`src/xor_checksum_frame_parser_core_defines.svh`:
```
// Assertion macros for the checksum frame parser.
// Included by the top level; no other dependencies.
`ifndef XOR_CHECKSUM_FRAME_PARSER_CORE_DEFINES_SVH
`define XOR_CHECKSUM_FRAME_PARSER_CORE_DEFINES_SVH

// Same-cycle implication, disabled during reset.
`define XCFP_ASSERT_NOW(label, clk, rst_n, ante, cons) \
	label: assert property (@(posedge clk) disable iff (!rst_n) (ante) |-> (cons)) \
		else $error("xcfp check failed");

// Next-cycle implication, disabled during reset.
`define XCFP_ASSERT_NEXT(label, clk, rst_n, ante, cons) \
	label: assert property (@(posedge clk) disable iff (!rst_n) (ante) |=> (cons)) \
		else $error("xcfp check failed");

`endif

```
`src/xcfp_pkg.sv`:
```
// Constants, types and lookup functions for the checksum frame parser.
// Self-contained; used by xor_checksum_frame_parser_core.
package xcfp_pkg;

	localparam int MAX_FRAME = 32;
	localparam int PosW = $clog2(MAX_FRAME + 1);
	localparam int OffW = 5;
	localparam int ID_COUNT = 12;

	localparam logic [7:0] CH_START = 8'h24;
	localparam logic [7:0] CH_STAR = 8'h2A;
	localparam logic [OffW-1:0] OFF_MAX = 5'd31;
	localparam logic [OffW-1:0] XOR_FIRST = 5'd1;
	localparam logic [OffW-1:0] XOR_LAST = 5'd6;
	localparam logic [OffW-1:0] CAP_FIRST = 5'd3;
	localparam logic [OffW-1:0] CAP_LAST = 5'd6;

	typedef enum logic [1:0] {
		ST_GOOD = 2'd0,
		ST_BAD_FORMAT = 2'd1,
		ST_BAD_ID = 2'd2,
		ST_BAD_CHECKSUM = 2'd3
	} status_t;

	function automatic logic [7:0] hex_upper(input logic [3:0] nib);
		logic [7:0] wide;
		wide = {4'd0, nib};
		return (nib < 4'd10) ? (8'h30 + wide) : (8'h37 + wide);
	endfunction

	function automatic logic [15:0] expected_id(input logic [3:0] idx);
		logic [15:0] id;
		case (idx)
			4'd0: id = {8'h49, 8'h65};
			4'd1: id = {8'h57, 8'h6E};
			4'd2: id = {8'h6F, 8'h59};
			4'd3: id = {8'h75, 8'h6F};
			4'd4: id = {8'h6C, 8'h75};
			4'd5: id = {8'h64, 8'h72};
			4'd6: id = {8'h48, 8'h44};
			4'd7: id = {8'h61, 8'h61};
			4'd8: id = {8'h76, 8'h64};
			4'd9: id = {8'h65, 8'h64};
			4'd10: id = {8'h42, 8'h79};
			4'd11: id = {8'h65, 8'h2E};
			default: id = 16'h0000;
		endcase
		return id;
	endfunction

endpackage

```
`src/xor_checksum_frame_parser_core.sv`:
```
// Checksum frame parser: one received byte per transfer in, one verdict per frame out.
// Depends on xcfp_pkg and xor_checksum_frame_parser_core_defines.svh.
//
// Input channel (in_valid/in_stall): rx_byte, frame_end, id_slot. Each transfer
// carries one frame byte; frame_end marks the last byte of the frame.
// Output channel (out_valid/out_stall): frame_status, calib_byte,
// track_byte. One transfer per frame, issued for the byte with frame_end.
// A '$' opens the frame, the six bytes after it are XORed and compared with
// the two hex characters after the first '*'; the ID at offsets 3 and 4 is
// compared with the table entry selected by id_slot.
// The last byte passes through the input register, then the update and verdict logic
// into the result register, from which the verdict is offered on the output channel.
// Throughput: one byte per cycle while in_stall is low, one state update per byte.
// When out_stall holds a pending verdict, bytes without frame_end keep flowing;
// a byte with frame_end waits in the input register until the result register
// frees, and in_stall rises behind it.
// Reset clears all frame state and both valid flags; no warm-up is needed.
`include "xor_checksum_frame_parser_core_defines.svh"

module xor_checksum_frame_parser_core (
	input  logic       clk,
	input  logic       arst_n,
	input  logic       in_valid,
	output logic       in_stall,
	input  logic [7:0] rx_byte,
	input  logic       frame_end,
	input  logic [3:0] id_slot,
	output logic       out_valid,
	input  logic       out_stall,
	output logic [1:0] frame_status,
	output logic [7:0] calib_byte,
	output logic [7:0] track_byte
);

	logic       valid_s1;
	logic [7:0] byte_s1;
	logic       end_s1;
	logic [3:0] idx_s1;

	logic                          start_q, start_n;
	logic                          star_q, star_n;
	logic [xcfp_pkg::OffW-1:0]     off_q, off_n;
	logic [xcfp_pkg::PosW-1:0]     pos_q, pos_n;
	logic [7:0]                    xor_q, xor_n;
	logic [3:0][7:0]               cap_q, cap_n;
	logic [1:0][7:0]               chk_q, chk_n;
	logic [1:0]                    cnt_q, cnt_n;
	logic [xcfp_pkg::OffW-1:0]     cap_off;

	logic                          out_valid_q;
	xcfp_pkg::status_t             status_q, status_n;
	logic [7:0]                    calib_q, calib_n;
	logic [7:0]                    track_q, track_n;

	logic out_free;
	logic proc_go;
	logic in_take;

	assign out_free = !out_valid_q || !out_stall;
	assign proc_go = valid_s1 && (!end_s1 || out_free);
	assign in_stall = valid_s1 && !proc_go;
	assign in_take = in_valid && !in_stall;

	always_ff @(posedge clk or negedge arst_n) begin
		if (!arst_n) begin
			valid_s1 <= 1'b0;
		end else if (in_take) begin
			valid_s1 <= 1'b1;
		end else if (proc_go) begin
			valid_s1 <= 1'b0;
		end
	end

	always_ff @(posedge clk) begin
		if (in_take) begin
			byte_s1 <= rx_byte;
			end_s1 <= frame_end;
			idx_s1 <= id_slot;
		end
	end

	always_comb begin
		start_n = start_q;
		star_n = star_q;
		off_n = off_q;
		pos_n = pos_q;
		xor_n = xor_q;
		cap_n = cap_q;
		chk_n = chk_q;
		cnt_n = cnt_q;
		cap_off = '0;
		if (pos_q < xcfp_pkg::PosW'(xcfp_pkg::MAX_FRAME)) begin
			pos_n = pos_q + xcfp_pkg::PosW'(1);
			if (byte_s1 == xcfp_pkg::CH_START && !star_q) begin
				start_n = 1'b1;
				off_n = '0;
				xor_n = '0;
				cap_n = '0;
			end else if (start_q) begin
				if (off_q != xcfp_pkg::OFF_MAX) begin
					off_n = off_q + 5'd1;
				end
				if (off_n >= xcfp_pkg::XOR_FIRST && off_n <= xcfp_pkg::XOR_LAST) begin
					xor_n = xor_q ^ byte_s1;
				end
				if (off_n >= xcfp_pkg::CAP_FIRST && off_n <= xcfp_pkg::CAP_LAST) begin
					cap_off = off_n - xcfp_pkg::CAP_FIRST;
					cap_n[cap_off[1:0]] = byte_s1;
				end
				if (star_q) begin
					if (cnt_q < 2'd2) begin
						chk_n[cnt_q[0]] = byte_s1;
						cnt_n = cnt_q + 2'd1;
					end
				end else if (byte_s1 == xcfp_pkg::CH_STAR) begin
					star_n = 1'b1;
				end
			end
		end
	end

	always_comb begin
		calib_n = '0;
		track_n = '0;
		if (!start_n || !star_n) begin
			status_n = xcfp_pkg::ST_BAD_FORMAT;
		end else if (xcfp_pkg::hex_upper(xor_n[7:4]) != chk_n[0] ||
				xcfp_pkg::hex_upper(xor_n[3:0]) != chk_n[1]) begin
			status_n = xcfp_pkg::ST_BAD_CHECKSUM;
		end else if (idx_s1 >= 4'(xcfp_pkg::ID_COUNT) ||
				{cap_n[0], cap_n[1]} != xcfp_pkg::expected_id(idx_s1)) begin
			status_n = xcfp_pkg::ST_BAD_ID;
		end else begin
			status_n = xcfp_pkg::ST_GOOD;
			calib_n = cap_n[2];
			track_n = cap_n[3];
		end
	end

	always_ff @(posedge clk or negedge arst_n) begin
		if (!arst_n) begin
			start_q <= 1'b0;
			star_q <= 1'b0;
			off_q <= '0;
			pos_q <= '0;
			xor_q <= '0;
			cap_q <= '0;
			chk_q <= '0;
			cnt_q <= '0;
		end else if (proc_go) begin
			if (end_s1) begin
				start_q <= 1'b0;
				star_q <= 1'b0;
				off_q <= '0;
				pos_q <= '0;
				xor_q <= '0;
				cap_q <= '0;
				chk_q <= '0;
				cnt_q <= '0;
			end else begin
				start_q <= start_n;
				star_q <= star_n;
				off_q <= off_n;
				pos_q <= pos_n;
				xor_q <= xor_n;
				cap_q <= cap_n;
				chk_q <= chk_n;
				cnt_q <= cnt_n;
			end
		end
	end

	always_ff @(posedge clk or negedge arst_n) begin
		if (!arst_n) begin
			out_valid_q <= 1'b0;
		end else if (proc_go && end_s1) begin
			out_valid_q <= 1'b1;
		end else if (!out_stall) begin
			out_valid_q <= 1'b0;
		end
	end

	always_ff @(posedge clk) begin
		if (proc_go && end_s1) begin
			status_q <= status_n;
			calib_q <= calib_n;
			track_q <= track_n;
		end
	end

	assign out_valid = out_valid_q;
	assign frame_status = status_q;
	assign calib_byte = calib_q;
	assign track_byte = track_q;

	`XCFP_ASSERT_NOW(a_status_zero_unless_good, clk, arst_n,
		out_valid_q && status_q != xcfp_pkg::ST_GOOD, calib_q == 8'd0 && track_q == 8'd0)
	`XCFP_ASSERT_NEXT(a_end_gives_result, clk, arst_n, proc_go && end_s1, out_valid_q)
	`XCFP_ASSERT_NEXT(a_end_clears_frame, clk, arst_n, proc_go && end_s1,
		!start_q && !star_q && pos_q == '0 && cnt_q == 2'd0)
	`XCFP_ASSERT_NOW(a_stall_only_when_full, clk, arst_n, in_stall,
		valid_s1 && end_s1 && out_valid_q && out_stall)

endmodule
```
`config.mk`:
```
export PLATFORM = sky130hd
export DESIGN_NAME = xor_checksum_frame_parser_core
export DESIGN_NICKNAME = d
export VERILOG_FILES = /design/src/xcfp_pkg.sv /design/src/xor_checksum_frame_parser_core.sv
export VERILOG_INCLUDE_DIRS = /design/src /design/src/src
export SDC_FILE = /design/constraint.sdc
export NUM_CORES = 1
export LEC_CHECK = 0
export BUFFER_PORTS_ARGS = -buffer_cell sky130_fd_sc_hd__buf_2
export CORE_MARGIN = 3
export CORE_UTILIZATION = 45
export CTS_BUF_LIST = sky130_fd_sc_hd__clkbuf_8 sky130_fd_sc_hd__clkbuf_16
export DETAILED_ROUTE_END_ITERATION = 12
export SYNTH_ARGS = -nofsm -noshare
export SYNTH_HDL_FRONTEND = slang
export SYNTH_SLANG_ARGS = --single-unit
```
`constraint.sdc`:
```
create_clock -name clk -period 5.3 [get_ports clk]
set_clock_uncertainty 0.15 [all_clocks]
set_input_delay 0.53 -clock clk [delete_from_list [all_inputs] [get_ports clk]]
set_output_delay 0.53 -clock clk [all_outputs]
set_load 0.1 [all_outputs]
```
==> run summary, run 1 <==
The flow ran to the end, and the final reports show no timing, DRC or antenna violations. Across the run, the number of max-cap violations was 0. The largest driver fanout on the critical path came out at 17. From left edge to right edge, the die measures about 130 um. The required time at the endpoint of the critical path is 5.38 ns. The worst-margin pin slew is roughly 1.3 ns.

The sink count of the clock tree is about 120. By count the netlist is led by 78 x sky130_fd_sc_hd__nand2_1, 73 x sky130_fd_sc_hd__dfrtp_1, 69 x sky130_fd_sc_hd__o21ai_0. The first TritonRoute pass finished after 5 iterations.

The post-synthesis instance total came out at between 700 and 800. The data arrival time of the worst path is 5.06 ns. Measured on the finished design, the core utilization comes to 0.528.

0 antenna diodes ended up in the layout. The setup TNS after final layout came out at 0 ns. The violation count after the first detailed-route iteration came out at 495. TritonCTS created 17 clock buffers. The final worst slack came out at between 0.3 and 0.4 ns.

The final layout contains routed wiring with a total length of 21,400 um. Of the total power, the share spent switching nets is 0.287. Setup repair after global routing left no endpoint under its margin.

Using the TritonRoute via totals, the vias-per-cell ratio works out to about 6.3. The number of gates resized after CTS was 0. Of the total power, the clock network draws 0.435.

The worst setup slack after placement is 0.162 ns. The number of global-route vias before repair is 6,274. The number of pins with negative max-slew slack in the final report is 0. The total congestion overflow after global routing came out at 0. The number of standard-cell rows in the floorplan is 45.

The critical path depth came out at 15. The number of routed nets with antenna violations came out at 0. With fillers left out, the area of the finished cells amounts to 8120 um2. Across all layers, the routed design uses between 6,000 and 7,000 vias. The first-pass GRT wire length came out at between 30,000 and 40,000 um. Relative to the synthesized area, the layout overhead comes to 13.7%. Counting every net in the synthesized netlist gives 816. The deepest clock path buffer count is 2. Yosys mapped a number of flops with a built-in enable equal to 31. STA classifies the critical path startpoint as a flip-flop. The normalized max-slew margin is 0.155. The number of antenna violations at the first check in global routing is 0. The slowest stage of the critical path is the sky130_fd_sc_hd__dfrtp_2 cell. The global placement routability congestion is a little under 1. In this run the power density over the cells is between 300 and 400 nW/um2. The die height is about 130 um. The cell area that synthesis handed to floorplanning was slightly above 7000 um2. The number of cells on the worst reg-to-reg path came out at 15. Clock tree synthesis selected as its root buffer the cell sky130_fd_sc_hd__clkbuf_16.

The worst setup path is of the flip-flop to flip-flop kind. The die covers between 15,000 and 20,000 um2. The combined buffer and inverter count along the critical path came out at 2. The internal cell power is ~1.9 mW.

After synthesis, the cell types taking the most area are sky130_fd_sc_hd__dfrtp_1 26%, sky130_fd_sc_hd__edfxtp_1 13%, sky130_fd_sc_hd__o21ai_0 4.8%, sky130_fd_sc_hd__a22oi_1 4.3%, sky130_fd_sc_hd__nand2_1 4.1%. The worst hold path belongs to the class primary input to asynchronous set/reset pin. The remaining design rule violation count came out at 0. The clock transition at the registers of the reported paths is about 0.06 ns. The count of unique library cells instantiated by Yosys came out at 75. The post-CTS setup buffer count is 0. The worst register-to-register path begins at off_q[0].

Of the total power, combinational logic draws 0.165. The count of placed standard cells including taps came out at ~1,000. The internal reg-to-reg setup slack came out at ~0.32 ns. The count of placed standard cells in the final layout, fillers left out came out at between 1,000 and 1,500. The share of the synthesized area in the top cell type is 0.256. The achievable clock frequency came out at around 0.20 GHz. The post-synthesis sequential element count came out at 118. The largest single stage delay on the critical path is ~0.48 ns. The count of yosys warnings during synthesis came out at 0. The most common cell in the synthesized netlist is sky130_fd_sc_hd__nand2_1. In the final layout, the share of cells above drive strength 1 is 0.148. The average wire length per cell after detail routing came out at between 20 and 25 um.

The count of port buffers added during placement came out at 36. The top-level port count is 37. The analysis attributes to net switching a power of between 700 and 800 uW.

Grouping stages by cell kind, the critical path spends the most delay in simple AND/OR/NAND/NOR gates. The core area is 15,400 um2. STA classifies the critical path endpoint as a flip-flop.

The largest net degree at the start of global routing is 74. The critical path starts at off_q[0]. In this run the cell area measured after placement is roughly 7500 um2. The effective utilization at floorplan is 0.465. Buffers inserted to repair hold after CTS numbered 0.

The analysis attributes to cell leakage a power of 3.24 nW. The endpoint identified for the worst register-to-register timing path is track_byte[4]. The detailed-placement wirelength estimate is ~14,000 um. The total power is roughly 2.7 mW.

The worst hold slack came out at between 0.1 and 0.15 ns. The number of nets in the layout came out at 834. Among all flip-flop cells after synthesis, the most frequent one is sky130_fd_sc_hd__dfrtp_1. The signal on the critical path passes through inv_1 > ha_1 > nand2b_1 > or2_2 > o2111ai_1 > xor2_1 > or2_2 > ha_1 > o211ai_1 > nand3_1 > a211o_1 > a2111oi_1 > or4b_1 > buf_4 > nor4_1.

Of the total power, registers draw 0.400. Summed over all instances, the cell type with the most area after synthesis is sky130_fd_sc_hd__dfrtp_1. The critical path ends at track_byte[4]. The share of synthesized area occupied by flip-flops and latches is 0.425. The source-to-sink clock delay at the later pin of the worst-skew pair came out at roughly 0.42 ns. The worst path in the final design needs a cycle of around 5.0 ns, including I/O delays and setup. The portion of the clock cycle consumed by the worst path in the final layout is 0.940. The total routing resource utilization after global routing is 0.248. The maximum resistive drop on vdd came out at just over 0.0003 V. The proportion of synthesized flip-flops having asynchronous set or reset came out at 0.619. The count of endpoints failing setup in the final report is 0.

The CTS tree is yes. The H-tree was split into 4 levels. The number of hold violations in the final report is 0. The synthesized area per cell came out at just over 9 um2.
## how the worst min path moves through the flow
stage	startpoint	endpoint	slack, ns	depth (start not counted)
after floorplan	arst_n	cap_q[0]	0.08	0
after detailed placement	cap_q[27]	cap_q[27]	0.33	1
after global routing	rx_byte[3]	byte_s1[3]	0.13	1
after global placement	cap_q[11]	cap_q[11]	0.32	2
after CTS	rx_byte[2]	byte_s1[2]	0.12	1
final	arst_n	chk_q[5]	0.11	1
## cell usage in the layout, fill, tap and decap left out, drive strengths merged, types with 21 or more instances in the layout
master  instances
inv            33
nand2          78
edfxtp         31
buf            62
dfrtp          73
o21ai          72
a22o           21
nor2           48
a21oi          35
a22oi          41
## per-layer routing
metal  vias to the layer above  global-route usage  share of wire
met5                         -                   0              0
met2                       243               0.370           0.45
met3                        54              0.0523          0.059
met1                      3173               0.350           0.46
li1                       2995                   -              -
met4                         0               0.107          0.034
## worst reg2reg max path, stage by stage (launching register included)
cell	delay, ns
sky130_fd_sc_hd__dfrtp_2	0.48
sky130_fd_sc_hd__inv_1	0.09
sky130_fd_sc_hd__ha_1	0.36
sky130_fd_sc_hd__nand2b_1	0.22
sky130_fd_sc_hd__or2_2	0.36
sky130_fd_sc_hd__o2111ai_1	0.31
sky130_fd_sc_hd__xor2_1	0.20
sky130_fd_sc_hd__or2_2	0.32
sky130_fd_sc_hd__ha_1	0.32
sky130_fd_sc_hd__o211ai_1	0.11
sky130_fd_sc_hd__nand3_1	0.12
sky130_fd_sc_hd__a211o_1	0.32
sky130_fd_sc_hd__a2111oi_1	0.46
sky130_fd_sc_hd__or4b_1	0.47
sky130_fd_sc_hd__buf_4	0.23
sky130_fd_sc_hd__nor4_1	0.28
## power groups by stage
stage                     clock network (mW)  registers, mW  logic (mW)
after detailed placement                   0           1.08       0.431
after global routing                    1.22           1.08       0.481
after global placement                     0           1.08       0.425
after CTS                               1.18           1.06       0.433
final                                   1.16           1.07       0.439
after floorplan                            0           1.08       0.296
## layout make-up
class | instances | area [um2]
clock buffer | 19 | 453
clock inverter | 13 | 143
fill | 1401 | 7250
inverter | 28 | 105
multi-input combinational | 577 | 3740
sequential | 118 | 3040
tap | 211 | 264
timing repair buffer | 62 | 378
## cells by family after synthesis
| group | after synthesis | synth area share |
|---|---|---|
| buf+inv | 91 | 0.0512 |
| flops | 118 | 0.425 |
| simple gates | 254 | 0.189 |
| fa+ha+maj | 13 | 0.0228 |
| mux | 21 | 0.0303 |
| compound gates | 273 | 0.261 |
| xor+xnor | 16 | 0.0196 |
No activity file was read; power rests on OpenSTA's default activity.
==> run 2, diff against run 1 <==
--- a/config.mk
+++ b/config.mk
@@ -11,6 +11,7 @@
 export CORE_UTILIZATION = 45
 export CTS_BUF_LIST = sky130_fd_sc_hd__clkbuf_8 sky130_fd_sc_hd__clkbuf_16
 export DETAILED_ROUTE_END_ITERATION = 12
+export RECOVER_POWER = 100
 export SYNTH_ARGS = -nofsm -noshare
 export SYNTH_HDL_FRONTEND = slang
 export SYNTH_SLANG_ARGS = --single-unit
==> constraint.sdc (replaced) <==
create_clock -name clk -period 4.65 [get_ports clk]
set_clock_uncertainty 0.15 [all_clocks]
set_input_delay 0.465 -clock clk [delete_from_list [all_inputs] [get_ports clk]]
set_output_delay 0.465 -clock clk [all_outputs]
set_load 0.01 [all_outputs]
==> run summary, run 2 (same netlist as run 1, synthesis figures left out) <==
The clock tree root driver cell was sky130_fd_sc_hd__clkbuf_16 (unchanged). The final worst slack is 0.223 ns (was 0.320 ns). The portion of the clock cycle consumed by the worst path in the final layout came to 0.952 (was 0.940). The number of routed nets with antenna violations is 0 (unchanged). The standby leakage power is 3.18 nW (was 3.24 nW).

The instance area at placement came to 7600 um2 (was 7520 um2). The required time at the endpoint of the critical path came out at 4.74 ns (was 5.38 ns). The average wire length per cell after detail routing is 21.2 um (was 20.9 um). The clock transition at the registers of the reported paths came out at 0.06 ns (about the same). The endpoint type of the worst setup path is a flip-flop (unchanged). The number of buffers inserted by hold repair at cts came out at 0 (unchanged). The TritonCTS buffer count is 17 (unchanged). The category of the worst setup path launch point is a flip-flop (unchanged). The power density normalized to cell area is 358 nW/um2 (was 328 nW/um2).

The total congestion overflow after global routing came out at 0 (unchanged). The part of the total power dissipated in sequential elements is 0.414 (was 0.400). The iteration count of the initial detailed-routing pass came to 7 (was 5). The achievable clock frequency is 0.226 GHz (was 0.201 GHz). The final cell area excluding filler cells was 8160 um2 (was 8120 um2). The reported max-cap violation count is 2 (was 0).

The global placement routability congestion came out at 0.918 (was 0.967). The via-per-instance ratio was 6.24 (was 6.29). The number of nets in the layout came out at 845 (was 834).

The largest net degree at the start of global routing came out at 74 (unchanged). The sink count of the clock tree came to 118 (unchanged). The data arrival time of the worst path is 4.52 ns (was 5.06 ns). The normalized max-slew margin was -0.784 (was 0.155). The die height is 132 um (unchanged).

The power share of the clock group came to 0.420 (was 0.435). The count of endpoints failing setup in the final report came out at 0 (unchanged). Result of the run: finished, violations left (was completed). The detailed-placement wirelength estimate came out at 15,200 um (was 14,500 um).

The effective utilization at floorplan came to 0.465 (unchanged). The power dissipated by switching net loads is 914 uW (was 767 uW). The count of port buffers added during placement came out at 36 (unchanged). The top-level port count came out at 37 (unchanged). The violation count after the first detailed-route iteration came out at 642 (was 495). The share of layout cells above drive strength 1 came out at 0.134 (was 0.148). The largest driver fanout on the critical path came to 17 (unchanged). The kind of critical path was flip-flop to flip-flop (unchanged). The maximum level of the CTS H-tree came to 4 (unchanged). The number of vias in the routed layout came out at 6,485 (was 6,465). The worst setup slack after placement is 0.0507 ns (was 0.162 ns).

The number of hold violations in the final report is 0 (unchanged). The maximum resistive drop on vdd came out at 0.000249 V (was 0.000303 V). The worst hold slack is 0.0586 ns (was 0.111 ns). The share of power burned in combinational logic is 0.167 (was 0.165). The count of inserted antenna diode cells came to 0 (unchanged). Commonest non-fill, non-tap cells in the layout: 78 x sky130_fd_sc_hd__nand2_1, 73 x sky130_fd_sc_hd__dfrtp_1, 71 x sky130_fd_sc_hd__o21ai_0 (was 78 x sky130_fd_sc_hd__nand2_1, 71 x sky130_fd_sc_hd__dfrtp_1, 69 x sky130_fd_sc_hd__o21ai_0). The internal cell power came out at 2.01 mW (was 1.90 mW).

The first-pass GRT wire length came out at 35,300 um (was 34,100 um). The horizontal die dimension is 132 um (unchanged). The number of pins with negative max-slew slack in the final report is 130 (was 0). The shortest clock period the worst path allows after layout is 4.43 ns (was 4.98 ns). The total routing resource utilization after global routing is 0.259 (was 0.248). The worst-margin pin slew came to 2.68 ns (was 1.27 ns). The source-to-sink clock delay at the later pin of the worst-skew pair came out at 0.43 ns (was 0.42 ns). The remaining design rule violation count came to 0 (unchanged). The core area came to 15,400 um2 (unchanged). The number of standard-cell rows in the floorplan came to 45 (unchanged). The number of antenna violations at the first check in global routing came out at 0 (unchanged). The number of global-route vias before repair came out at 6,393 (was 6,274). The area growth from synthesis to final layout is 14.2% (was 13.7%). The path category of the worst min-delay check was primary input to flip-flop (was primary input to asynchronous set/reset pin). The aggregate routed wire length came out at 22,100 um (was 21,400 um).

The commonest non-fill, non-tap cell in the layout is sky130_fd_sc_hd__nand2_1 (unchanged). The switching part of the total is 0.313 (was 0.287). The CTS tree is yes (unchanged). The full die area is 17,400 um2 (unchanged).

The checks that failed: capacitance limit, slew limit. The deepest clock path buffer count was 2 (unchanged).
-- run 2: changes by cell type in the layout (fill, tap and decap cells not counted), sizes merged --
cell	delta
clkbuf	+26
buf	-17
clkinv	+5
bufinv	-3
clkinvlp	-1
inv	+1
-- run 2: path summary, 6_finish.rpt --
kind / slack, ns / cells past startpoint / start / end
worst max-delay path: 0.22 / 15 / off_q[0] / track_byte[6]
worst min-delay path: 0.06 / 1 / rx_byte[5] / byte_s1[5]
worst max register to register: 0.22 / 15 / off_q[0] / track_byte[6]
worst min register to register: 0.35 / 2 / cap_q[11] / cap_q[11]
max in group asynchronous: 2.71 / 1 / arst_n / cap_q[8]
min in group asynchronous: 0.41 / 1 / arst_n / chk_q[4]
-- run 2: layout make-up --
| type | count | area, um2 |
|---|---|---|
| sequential | 118 | 3040 |
| tap | 211 | 264 |
| multi-input combinational | 577 | 3780 |
| fill | 1433 | 7220 |
| timing repair buffer | 73 | 422 |
| inverter | 28 | 105 |
| clock buffer | 17 | 425 |
| clock inverter | 15 | 119 |
-- run 2: layer usage --
layer	global-route usage	up-vias	part of all wire
met1	0.345	3192	0.45
li1	-	3022	-
met5	0	-	0
met4	0.0887	0	0.029
met2	0.415	222	0.47
met3	0.0603	49	0.055
-- run 2: stage by stage --
step / instances / total power [mW] / TNS (ns) / utilization
after floorplan: 786 / 1.54 / 0 / -
after detailed placement: 1006 / 1.70 / 0 / 0.495
after CTS: 1038 / 2.92 / 0 / 0.530
after global routing: 1039 / 3.05 / -0.0832 / 0.531
after global placement: 1006 / 1.69 / 0 / 0.495
final: 1039 / 2.92 / 0 / 0.531
-- run 2: timing repair --
item	4_1_cts	5_1_grt
endpoints found under the setup margin	0	17
resized for setup	0	10
setup buffers	0	1
-- run 2: worst max-delay path: stages, from the launching register on --
cell                        delay [ns]
sky130_fd_sc_hd__dfrtp_1          0.39
sky130_fd_sc_hd__inv_1            0.07
sky130_fd_sc_hd__ha_1             0.35
sky130_fd_sc_hd__nand2b_1         0.21
sky130_fd_sc_hd__or2_4            0.28
sky130_fd_sc_hd__o2111ai_4        0.21
sky130_fd_sc_hd__xor2_1           0.11
sky130_fd_sc_hd__or2_2            0.29
sky130_fd_sc_hd__ha_1             0.32
sky130_fd_sc_hd__o211ai_1         0.11
sky130_fd_sc_hd__nand3_1          0.13
sky130_fd_sc_hd__a211o_1          0.32
sky130_fd_sc_hd__a2111oi_2        0.35
sky130_fd_sc_hd__or4b_4           0.50
sky130_fd_sc_hd__buf_6            0.19
sky130_fd_sc_hd__nor4_2           0.25
-- run 2: power by group through the flow --
stage	clock [mW]	combinational, mW	sequential, mW
3_5_place_dp	0	0.476	1.23
5_1_grt	1.29	0.538	1.22
4_1_cts	1.24	0.479	1.21
2_1_floorplan	0	0.337	1.20
6_report	1.23	0.487	1.21
3_3_place_gp	0	0.469	1.22
==> run 3, diff against run 2 <==
--- a/config.mk
+++ b/config.mk
@@ -8,9 +8,11 @@
 export LEC_CHECK = 0
 export BUFFER_PORTS_ARGS = -buffer_cell sky130_fd_sc_hd__buf_2
 export CORE_MARGIN = 3
-export CORE_UTILIZATION = 45
+export CORE_UTILIZATION = 50
 export CTS_BUF_LIST = sky130_fd_sc_hd__clkbuf_8 sky130_fd_sc_hd__clkbuf_16
 export DETAILED_ROUTE_END_ITERATION = 12
+export HOLD_SLACK_MARGIN = 0.02
+export PLACE_DENSITY = 0.76
 export RECOVER_POWER = 100
 export SYNTH_ARGS = -nofsm -noshare
 export SYNTH_HDL_FRONTEND = slang
==> run summary, run 3 (same netlist as run 1, synthesis figures left out) <==
Result of the run: finished, violations left (unchanged). Failing checks: capacitance limit, slew limit (unchanged). The number of routed nets with antenna violations came out at 0 (unchanged).

The launch point of the worst hold path is rx_byte[5] (unchanged). The total power is 3.04 mW (was 2.92 mW). The shortest clock period the worst path allows after layout came to 4.51 ns (was 4.43 ns).

The achievable clock frequency is 0.222 GHz (was 0.226 GHz). The startpoint of the worst setup timing path is off_q[0] (unchanged). The number of pins with negative max-slew slack in the final report is 121 (was 130). The CTS tree is yes (unchanged). The total congestion overflow after global routing came out at 0 (unchanged). The number of global-route vias before repair is 6,575 (was 6,393). The number of standard-cell rows in the floorplan is 43 (was 45). The normalized max-slew margin is -0.306 (was -0.784). The top-level port count came out at 37 (unchanged). The sink count of the clock tree came to 118 (unchanged). The count of port buffers added during placement came out at 36 (unchanged). The number of antenna violations at the first check in global routing is 0 (unchanged).

The endpoint type of the worst setup path is a flip-flop (unchanged). The clock tree root driver cell is sky130_fd_sc_hd__clkbuf_16 (unchanged). The path category of the worst min-delay check is primary input to flip-flop (unchanged). The count of endpoints failing setup in the final report was 0 (unchanged). The instance area at placement is 7560 um2 (was 7600 um2). The maximum resistive drop on vdd came out at 0.000408 V (was 0.000249 V). The TritonCTS buffer count came to 17 (unchanged).

The reported max-cap violation count came out at 2 (unchanged). The core area is 13,900 um2 (was 15,400 um2). The count of placed standard cells in the final layout, fillers left out came out at 1,009 (was 1,039). The final cell area excluding filler cells came to 8260 um2 (was 8160 um2). The die height is 126 um (was 132 um). The largest driver fanout on the critical path came out at 17 (unchanged). The number of vias in the routed layout came to 6,677 (was 6,485).

The remaining design rule violation count came out at 0 (unchanged). The required time at the endpoint of the critical path came out at 4.74 ns (about the same). The total routing resource utilization after global routing is 0.271 (was 0.259). The horizontal die dimension was 126 um (was 132 um). The first-pass GRT wire length came to 34,300 um (was 35,300 um). The full die area is 15,800 um2 (was 17,400 um2). The power density normalized to cell area was 368 nW/um2 (was 358 nW/um2).

The portion of the clock cycle consumed by the worst path in the final layout came to 0.970 (was 0.952). The largest net degree at the start of global routing is 74 (unchanged). The worst hold slack came to 0.0705 ns (was 0.0586 ns). Commonest non-fill, non-tap cells in the layout: 78 x sky130_fd_sc_hd__nand2_1, 72 x sky130_fd_sc_hd__dfrtp_1, 69 x sky130_fd_sc_hd__o21ai_0 (was 78 x sky130_fd_sc_hd__nand2_1, 73 x sky130_fd_sc_hd__dfrtp_1, 71 x sky130_fd_sc_hd__o21ai_0). The effective utilization at floorplan was 0.512 (was 0.465). The commonest non-fill, non-tap cell in the layout is sky130_fd_sc_hd__nand2_1 (unchanged). The launching point of the worst reg2reg path was off_q[0] (unchanged).

The data arrival time of the worst path came to 4.60 ns (was 4.52 ns). The global placement routability congestion was 0.974 (was 0.918). The source-to-sink clock delay at the later pin of the worst-skew pair is 0.42 ns (was 0.43 ns). The aggregate routed wire length came to 21,300 um (was 22,100 um). The count of placed standard cells including taps was 974 (was 1,006). The maximum level of the CTS H-tree is 4 (unchanged).

The category of the worst setup path launch point is a flip-flop (unchanged). The violation count after the first detailed-route iteration is 830 (was 642). The area growth from synthesis to final layout is 15.6% (was 14.2%).

The kind of critical path was flip-flop to flip-flop (unchanged). The detailed-placement wirelength estimate came to 14,200 um (was 15,200 um). The iteration count of the initial detailed-routing pass is 5 (was 7). The deepest clock path buffer count is 2 (unchanged). The clock transition at the registers of the reported paths is 0.06 ns (about the same). The share of layout cells above drive strength 1 is 0.144 (was 0.134). The setup TNS after final layout is 0 ns (unchanged). The average wire length per cell after detail routing is 21.1 um (was 21.2 um). The number of hold violations in the final report came to 0 (unchanged).

The via-per-instance ratio came to 6.62 (was 6.24). The count of inserted antenna diode cells is 0 (unchanged). The standby leakage power came out at 3.27 nW (was 3.18 nW). The worst-margin pin slew is 1.96 ns (was 2.68 ns). The number of nets in the layout is 846 (was 845).
-- run 3: cell types whose count changed in the layout (fill, tap and decap cells not counted), moves of 3 or more --
cell                       delta
sky130_fd_sc_hd__inv_1        +3
sky130_fd_sc_hd__nor4_4       +3
sky130_fd_sc_hd__nor4_1       -3
sky130_fd_sc_hd__inv_6        -6
sky130_fd_sc_hd__clkbuf_8     +4
sky130_fd_sc_hd__clkinv_4     -4
-- run 3: layer usage --
| metal | up-vias | wire length, um | global-route usage |
|---|---|---|---|
| li1 | 3023 | - | - |
| met1 | 3221 | 8560 | 0.343 |
| met2 | 357 | 10000 | 0.432 |
| met3 | 76 | 1790 | 0.0701 |
| met4 | 0 | 968 | 0.136 |
| met5 | - | 0 | 0 |
-- run 3: layout make-up --
cell class | count | area (um2)
clock buffers | 23 | 531
multi-input cells | 577 | 3850
clock inverters | 9 | 75.1
well taps | 180 | 225
repair buffers | 74 | 430
inverters | 28 | 105
flip-flops and latches | 118 | 3040
fillers | 1182 | 5680
-- run 3: metrics by stage --
stage                     setup slack (ns)   util
final                                0.139  0.593
after global routing               -0.0281  0.593
after CTS                          0.00329  0.588
after detailed placement           -0.0226  0.542
after global placement               0.156  0.542
after floorplan                     0.0372      -
-- run 3: critical path, stage by stage (launching register included) --
cell and delay [ns]:
sky130_fd_sc_hd__dfrtp_1 0.38, sky130_fd_sc_hd__buf_4 0.13, sky130_fd_sc_hd__buf_4 0.15, sky130_fd_sc_hd__ha_1 0.29
sky130_fd_sc_hd__nand2b_1 0.18, sky130_fd_sc_hd__o21a_2 0.23, sky130_fd_sc_hd__o2111ai_4 0.15, sky130_fd_sc_hd__xor2_1 0.18
sky130_fd_sc_hd__or2_2 0.29, sky130_fd_sc_hd__ha_1 0.32, sky130_fd_sc_hd__o211ai_1 0.11, sky130_fd_sc_hd__nand3_1 0.14
sky130_fd_sc_hd__a211o_1 0.32, sky130_fd_sc_hd__a2111oi_2 0.35, sky130_fd_sc_hd__or4b_4 0.51, sky130_fd_sc_hd__buf_8 0.19
sky130_fd_sc_hd__nor4_2 0.25
-- run 3: report_power, final --
group	internal, mW	switching (mW)
Sequential	1.14	0.0680
Combinational	0.193	0.324
Clock	0.848	0.470
-- run 3: timing repair --
action	CTS	global route
setup endpoints to repair	15	18
pin swaps	0	1
gates resized for setup	3	20
setup buffers	2	1
hold buffers	0	0
-- run 3: final timing paths --
check	endpoint	slack (ns)	cells past startpoint
setup / recovery	calib_byte[0]	0.14	16
hold / removal	byte_s1[5]	0.07	1
setup reg to reg	calib_byte[0]	0.14	16
hold reg to reg	cap_q[11]	0.35	2
max in group asynchronous	off_q[1]	2.68	1
min in group asynchronous	chk_q[8]	0.43	1
